## src/hdl/bsc_pkg.sv

```systemverilog
// bsc_pkg: shared widths, beat payload types and saturation helpers for the
// box-sphere contact geometry pipeline. No dependencies.
package bsc_pkg;

  // field formats
  localparam int CB   = 20;            // length width (Q9.10)
  localparam int UB   = 16;            // unit value width (Q1.14)
  localparam int UF   = UB - 2;        // unit fraction bits

  // internal widths
  localparam int RI   = 35;            // rotation entry before rounding
  localparam int RW   = 20;            // rotation entry
  localparam int RELW = CB + 1;        // centre offset
  localparam int LOCW = CB + 1;        // clamped local coordinate
  localparam int PW   = RW + RELW;     // rotation product
  localparam int AW   = PW + 2;        // three-term sum
  localparam int CBW  = 28;            // clamped point in world frame
  localparam int VW   = 29;            // vector to normalize
  localparam int SQW  = 2 * VW;        // sum of squares
  localparam int LENW = VW;            // vector length
  localparam int SQ_STEPS = SQW / 2;   // root bits, one per stage
  localparam int QB   = 16;            // quotient bits
  localparam int MW   = 46;            // dividend width
  localparam int DW   = LENW + 1;      // divisor width
  localparam int NW   = QB + 1;        // signed normal component
  localparam int LW   = CB + 2;        // multiplier length operand
  localparam int PRW  = NW + LW;       // back end product
  localparam int DEPW = LENW + 2;      // unsaturated depth

  typedef struct packed {
    logic [3*CB-1:0] box_position;
    logic [4*UB-1:0] box_orientation;
    logic [3*CB-1:0] box_extents;
    logic [3*CB-1:0] sphere_position;
    logic [CB-2:0]   sphere_radius;
    logic            keep_if_apart;
    logic            pair_is_real;
    logic            has_previous;
    logic [3*UB-1:0] previous_normal;
  } in_t;

  typedef struct packed {
    logic                   contact_kept;
    logic                   centre_inside;
    logic [3*CB-1:0]        contact_point;
    logic [3*UB-1:0]        contact_normal;
    logic [3*UB-1:0]        prior_normal_out;
    logic signed [CB-1:0]   penetration_depth;
  } out_t;

  // per-pair data that rides along the whole pipe
  typedef struct packed {
    logic [2:0][CB-1:0] sp;
    logic [CB-2:0]      r;
    logic               keep_if_apart;
    logic               pair_is_real;
    logic               has_previous;
    logic [3*UB-1:0]    prev;
  } side_t;

  typedef struct packed {
    side_t              side;
    logic               in_box;
    logic [CB-1:0]      clear;
    logic [2:0][VW-1:0] p1;
    logic [2:0][VW-1:0] vec;
  } geo_t;

  typedef struct packed {
    geo_t           geo;
    logic [SQW-1:0] sumsq;
  } fr_t;

  typedef struct packed {
    geo_t            geo;
    logic [LENW-1:0] len;
  } rt_t;

  typedef struct packed {
    geo_t               geo;
    logic [LENW-1:0]    len;
    logic [2:0][QB-1:0] quot;
    logic [2:0]         neg;
    logic               zero;
  } nm_t;

  function automatic logic [CB-1:0] sat_coord(input logic signed [31:0] v);
    logic signed [31:0] hi;
    logic signed [31:0] lo;
    hi = 32'((1 << (CB - 1)) - 1);
    lo = -hi - 32'sd1;
    if (v > hi) sat_coord = hi[CB-1:0];
    else if (v < lo) sat_coord = lo[CB-1:0];
    else sat_coord = v[CB-1:0];
  endfunction

  function automatic logic [UB-1:0] sat_unit(input logic signed [31:0] v);
    logic signed [31:0] hi;
    logic signed [31:0] lo;
    hi = 32'((1 << (UB - 1)) - 1);
    lo = -hi - 32'sd1;
    if (v > hi) sat_unit = hi[UB-1:0];
    else if (v < lo) sat_unit = lo[UB-1:0];
    else sat_unit = v[UB-1:0];
  endfunction

endpackage

```

## src/hdl/bsc_back.sv

```systemverilog
// bsc_back: two-stage back end, surface offsets, depth, keep decision and
// the output register. Depends on bsc_pkg.
module bsc_back import bsc_pkg::*; (
  input  logic clk_i,
  input  logic rst_ni,
  input  logic in_valid_i,
  output logic in_ready_o,
  input  nm_t  in_data_i,
  output logic out_valid_o,
  input  logic out_ready_i,
  output out_t out_data_o
);

  localparam int NST = 2;
  localparam logic signed [PRW-1:0] HALF_IN  = PRW'(1) <<< UF;
  localparam logic signed [PRW-1:0] HALF_OUT = PRW'(1) <<< (UF - 1);

  logic [NST-1:0] v_q;
  logic [NST:0]   rdy;

  always_comb begin
    rdy[NST] = out_ready_i;
    for (int i = NST - 1; i >= 0; i--) rdy[i] = !v_q[i] || rdy[i+1];
  end

  assign in_ready_o  = rdy[0];
  assign out_valid_o = v_q[NST-1];

  always_ff @(posedge clk_i or negedge rst_ni) begin
    if (!rst_ni) begin
      v_q <= '0;
    end else begin
      if (rdy[0]) v_q[0] <= in_valid_i;
      if (rdy[1]) v_q[1] <= v_q[0];
    end
  end

  // stage 1: signed normal, one product per lane, raw depth
  logic signed [NW-1:0]   n1_d [3], n1_q [3];
  logic signed [LW-1:0]   lim1;
  logic signed [PRW-1:0]  pr1_d [3], pr1_q [3];
  logic signed [DEPW-1:0] dep1_d, dep1_q;
  geo_t                   geo1_q;

  always_comb begin
    if (in_data_i.geo.in_box) begin
      lim1   = $signed(LW'(in_data_i.geo.clear)) - $signed(LW'(in_data_i.geo.side.r));
      dep1_d = $signed(DEPW'(in_data_i.geo.clear)) + $signed(DEPW'(in_data_i.geo.side.r));
    end else begin
      lim1   = $signed(LW'(in_data_i.geo.side.r));
      dep1_d = $signed(DEPW'(in_data_i.geo.side.r)) - $signed(DEPW'(in_data_i.len));
    end
    for (int j = 0; j < 3; j++) begin
      if (in_data_i.zero) n1_d[j] = '0;
      else if (in_data_i.neg[j]) n1_d[j] = -$signed({1'b0, in_data_i.quot[j]});
      else n1_d[j] = $signed({1'b0, in_data_i.quot[j]});
      pr1_d[j] = PRW'(n1_d[j]) * PRW'(lim1);
    end
  end

  always_ff @(posedge clk_i) begin
    if (rdy[0]) begin
      n1_q   <= n1_d;
      pr1_q  <= pr1_d;
      dep1_q <= dep1_d;
      geo1_q <= in_data_i.geo;
    end
  end

  // stage 2: contact point, saturation, keep decision
  logic signed [PRW-1:0] t2;
  logic signed [31:0]    sp2, p2, s2, pt2;
  logic signed [NW-1:0]  nv2;
  logic [3*CB-1:0]       cp2;
  logic [3*UB-1:0]       np2;
  logic                  kept2;
  out_t                  out_d, out_q;

  always_comb begin
    t2  = '0;
    sp2 = '0;
    p2  = '0;
    s2  = '0;
    pt2 = '0;
    nv2 = '0;
    for (int j = 0; j < 3; j++) begin
      sp2 = 32'($signed(geo1_q.side.sp[j]));
      if (geo1_q.in_box) begin
        t2  = (pr1_q[j] + HALF_IN) >>> (UF + 1);
        pt2 = sp2 + 32'(t2);
        nv2 = n1_q[j];
      end else begin
        // midpoint of box surface point and sphere surface point
        t2  = (pr1_q[j] + HALF_OUT) >>> UF;
        p2  = sp2 + 32'(t2);
        s2  = 32'($signed(geo1_q.p1[j])) + p2;
        pt2 = (s2 + 32'sd1) >>> 1;
        nv2 = -n1_q[j];
      end
      cp2[j*CB +: CB] = sat_coord(pt2);
      np2[j*UB +: UB] = sat_unit(32'(nv2));
    end
    kept2 = geo1_q.in_box || !dep1_q[DEPW-1] || geo1_q.side.pair_is_real ||
            geo1_q.side.keep_if_apart;
    out_d = '0;
    out_d.centre_inside = geo1_q.in_box;
    if (kept2) begin
      out_d.contact_kept      = 1'b1;
      out_d.contact_point     = cp2;
      out_d.contact_normal    = np2;
      out_d.prior_normal_out  = geo1_q.side.has_previous ? geo1_q.side.prev : np2;
      out_d.penetration_depth = $signed(sat_coord(32'(dep1_q)));
    end
  end

  always_ff @(posedge clk_i) begin
    if (rdy[1]) out_q <= out_d;
  end

  assign out_data_o = out_q;

endmodule

```

## config.mk

```make
export PLATFORM = sky130hd
export DESIGN_NAME = bsc_back
export DESIGN_NICKNAME = d
export VERILOG_FILES = /design/src/hdl/bsc_pkg.sv /design/src/hdl/bsc_back.sv
export SDC_FILE = /design/constraint.sdc
export NUM_CORES = 2
export LEC_CHECK = 0
export BUFFER_PORTS_ARGS = -buffer_cell sky130_fd_sc_hd__buf_4
export CORE_AREA = 2 2 410 412
export CTS_BUF_LIST = sky130_fd_sc_hd__clkbuf_8
export DETAILED_ROUTE_END_ITERATION = 10
export DIE_AREA = 0 0 412 414
export GPL_TIMING_DRIVEN = 1
export RECOVER_POWER = 50
export SYNTH_ARGS = -nofsm -noshare
export SYNTH_HDL_FRONTEND = slang
export SYNTH_SLANG_ARGS = --single-unit
```

## constraint.sdc

```tcl
create_clock -name clk_i -period 16.7 [get_ports clk_i]
set_clock_uncertainty 0.2 [all_clocks]
set_input_delay 1.67 -clock clk_i [delete_from_list [all_inputs] [get_ports clk_i]]
set_output_delay 1.67 -clock clk_i [all_outputs]
set_load 0.1 [all_outputs]
```

==> results by group <==
Run status
  • Status: finished with violations
  • Failing checks: capacitance limit, slew limit

Floorplanning
  • Die Width: 412 um
  • I/O Pins: 590
  • Die ar.: 170,600 um2
  • Initial Utilization: 45.63%
  • Placeable core area: roughly 170,000 um2
  • Row count: 150
  • Chip height: 414 um

Hold path
  • Hold crit path type: reg -> reg
  • Worst Hold Path Cells: 1
  • Hold_sp: v_q[0]$_DFFE_PN0P_
  • Hold EP: v_q[1]$_DFFE_PN0P_

Cells and area
  • Most common cell after layout, fill and taps aside: inv_1
  • Filler instances: 15,792
  • Storage element area: 16,150 um2
  • Nets: 10,689
  • Layout area overhead: 10.57%
  • Post-route cell area: between 80,000 and 90,000 um2
  • Layout cell share with drive strength beyond 1: around a tenth
  • Area of the multi-input gates: 52,400 um2
  • Most frequent cells in the layout: 1,662 x inv_1, 1,173 x fa_1, 978 x nor2_1

Worst setup path
  • Critical path class: in -> reg
  • Max FO, Critical Path: 47
  • RR Startpoint: v_q[1]$_DFFE_PN0P_
  • CP Data Arrival Time: approximately 13,000 ps
  • Flop2flop setup slack: 6520 ps
  • CP Capture Type: register
  • Startpoint type of the worst setup path: input pin
  • Critical R2R Capture: n1_q[45]$_DFFE_PP_
  • Worst setup path startpoint: in_data_i[275]
  • R2R depth: 4
  • Required time of the critical path: 17,080 ps

Clock network
  • Clock Latency Late Sink: approximately 870 ps
  • Postcts setup bufs: 0
  • Num Clock Sinks: roughly 540
  • Max clock buf depth: 3
  • CTS tree: built
  • Clk slew on worst S/H paths: 60 ps
  • Htree depth: 3
  • Hold-fix buffers, CTS: 0
  • Clk root buf: clkbuf_8
  • Post-CTS sizing: 0
  • CTS Buf Count: 96

Logic synthesis
  • Synth top area cells: fa_1 31%, edfxtp_1 21%, ha_1 8.3%, inv_1 8.1%, nor2_1 4.9%
  • Synth cell types: 105
  • Leading area contributor after synthesis: fa_1
  • Syn nets: 10,326
  • Top cell type's share of synthesized area: 30.95%
  • Syn Std Cell Area: 75,870 um2
  • Share of flip-flops with an asynchronous set or reset: 0.3717%
  • Syn_area_per_cell: 9.205 um2
  • Synth warn: 0
  • Synth Instances: 8,242
  • Flop and latch count out of synthesis: 538
  • Post-synthesis sequential area ratio: 21.28%
  • Post-synth EDFFs: 536
  • Post-synth top flop: edfxtp_1

GRT
  • GRT overflow: 0
  • Vias in the first global route: about 60,000
  • Initial antenna violation count: 29
  • First-pass GRT wire length: 369,400 um
  • Largest net degree at the start of global routing: 139
  • GRT Util Overall: 28.74%

STA
  • Worst-margin pin slew: 7800 ps
  • Smallest hold slack: between 200 and 300 ps
  • Tcrit/Tclk final: 75.39%
  • Final worst path period need: between 10,000 and 15,000 ps
  • Final Max Tran Viols: between 700 and 800
  • Setup_tns: 0 ps
  • Final setup vio count: 0
  • Final Hold Fails: 0
  • RSZ-0062 raised after global routing: no
  • Final WS setup: 4110 ps
  • Highest Clock Rate: 79.43 MHz
  • Slew margin rel.: -420.0%

Detailed routing
  • Routed vias/inst: 5.448
  • WL final: 243,100 um
  • Initial drt markers: between 4,000 and 5,000
  • Post-route ant nets: 0
  • Routed wire length per instance: roughly 22 um
  • Drt first pass iters: 6
  • Remaining DRCs: 0
  • Vias: between 50,000 and 60,000

Placement
  • Worst slack, placed: between 4000 and 5000 ps
  • DP Area: approximately 82,000 um2
  • Final HPWL DP: 190,500 um
  • Routability cong.: ~0.96
  • Port Buf Inserts: 502

Run
  • Max Cap Violations: 14

Power and ir drop
  • P_leak: 0.04037 uW
  • Total power: 17,830 uW
  • Max VDD drop: approximately 220 uV
  • Power density over the cells: 212.6 nW/um2
## report_power, final
part	internal [uW]	switching, uW
clock network	673	637
logic	4980	9050
registers	2220	268
total	7870	9960
## critical path, stage by stage
cell       delay [ps]
clkbuf_1         1200
clkbuf_1         2140
nand2b_1          460
or3_2             610
buf_4             340
nor2_1            330
fa_1              460
inv_1              80
fa_1              440
fa_1              510
inv_1              50
fa_1              480
fa_1              550
inv_1              60
fa_1              540
inv_1              40
ha_1              350
and3_1            330
and2_1            220
a221o_1           210
nor3_1             60
a21oi_1           690
a31oi_1           300
o2111ai_1         450
o31ai_1           170
xnor2_1           150
## metal layers
| metal | wire length (um) | track usage [%] | vias to the layer above |
|---|---|---|---|
| met4 | 10510 | 11.24 | 10 |
| met5 | 72 | 0 | - |
| met1 | 105000 | 40.14 | 29820 |
| met3 | 19210 | 5.049 | 473 |
| met2 | 108300 | 44.45 | 2277 |
| li1 | - | - | 26814 |
## registers in the layout, indices dropped and copies added (netlist names)
register / count
geo1_q: 199
pr1_q: 78
out_data_o: 178
dep1_q: 30
n1_q: 51
v_q: 2
## synth_stat cells (39+ instances only)
master       n
inv_1     1646
fa_1      1173
nor2_1     981
nand2_1    833
edfxtp_1   536
ha_1       501
a21oi_1    319
clkbuf_1   295
xor2_1     236
xnor2_1    230
o21ai_0    208
a21o_1     108
nor3_1     108
nand3_1    103
and3_1      56
nand2b_1    56
nor2b_1     53
mux2i_1     48
nand4_1     44
o21a_1      39
## final cells by class
type,count,share of cell area (%)
clock inverter,79,0.7592
sequential,538,19.25
multi-input combinational,5711,62.46
timing repair buffer,600,5.205
tap,2204,3.287
antenna,15,0.04475
inverter,1658,7.419
clock buffer,96,1.575
## metrics by stage
step,util [%],std cells
floorplan,-,8242
global placement,49.35,10711
detailed placement,49.35,10711
CTS,50.53,10886
global route,50.44,10896
finish,50.45,10901
## kinds of logic (layout without fill, tap and decap cells)
group,count (synthesis),in the layout,synth area share [%]
adder cells (fa/ha/maj),1682,1682,39.32
AND/OR/NAND/NOR,2425,2425,13.89
XOR/XNOR,466,466,5.380
multiplexers,59,59,0.7965
other,0,15,0
buffers and inverters,1993,2433,9.944
AO/OA/AOI/OAI,1079,1079,9.390
flip-flops,538,538,21.28
## worst max-delay path by stage
| stage | end | slack [ps] | depth (start not counted) |
|---|---|---|---|
| final | pr1_q[36]$_DFFE_PP_ | 4110 | 26 |
| after global routing | pr1_q[37]$_DFFE_PP_ | 3290 | 25 |
| after CTS | pr1_q[37]$_DFFE_PP_ | 5660 | 35 |
| after detailed placement | pr1_q[36]$_DFFE_PP_ | 4720 | 35 |
| after global placement | pr1_q[37]$_DFFE_PP_ | 4840 | 35 |
| after floorplan | dep1_q[0]$_DFFE_PP_ | 2580 | 1 |
(Power assumes the default switching activity.)
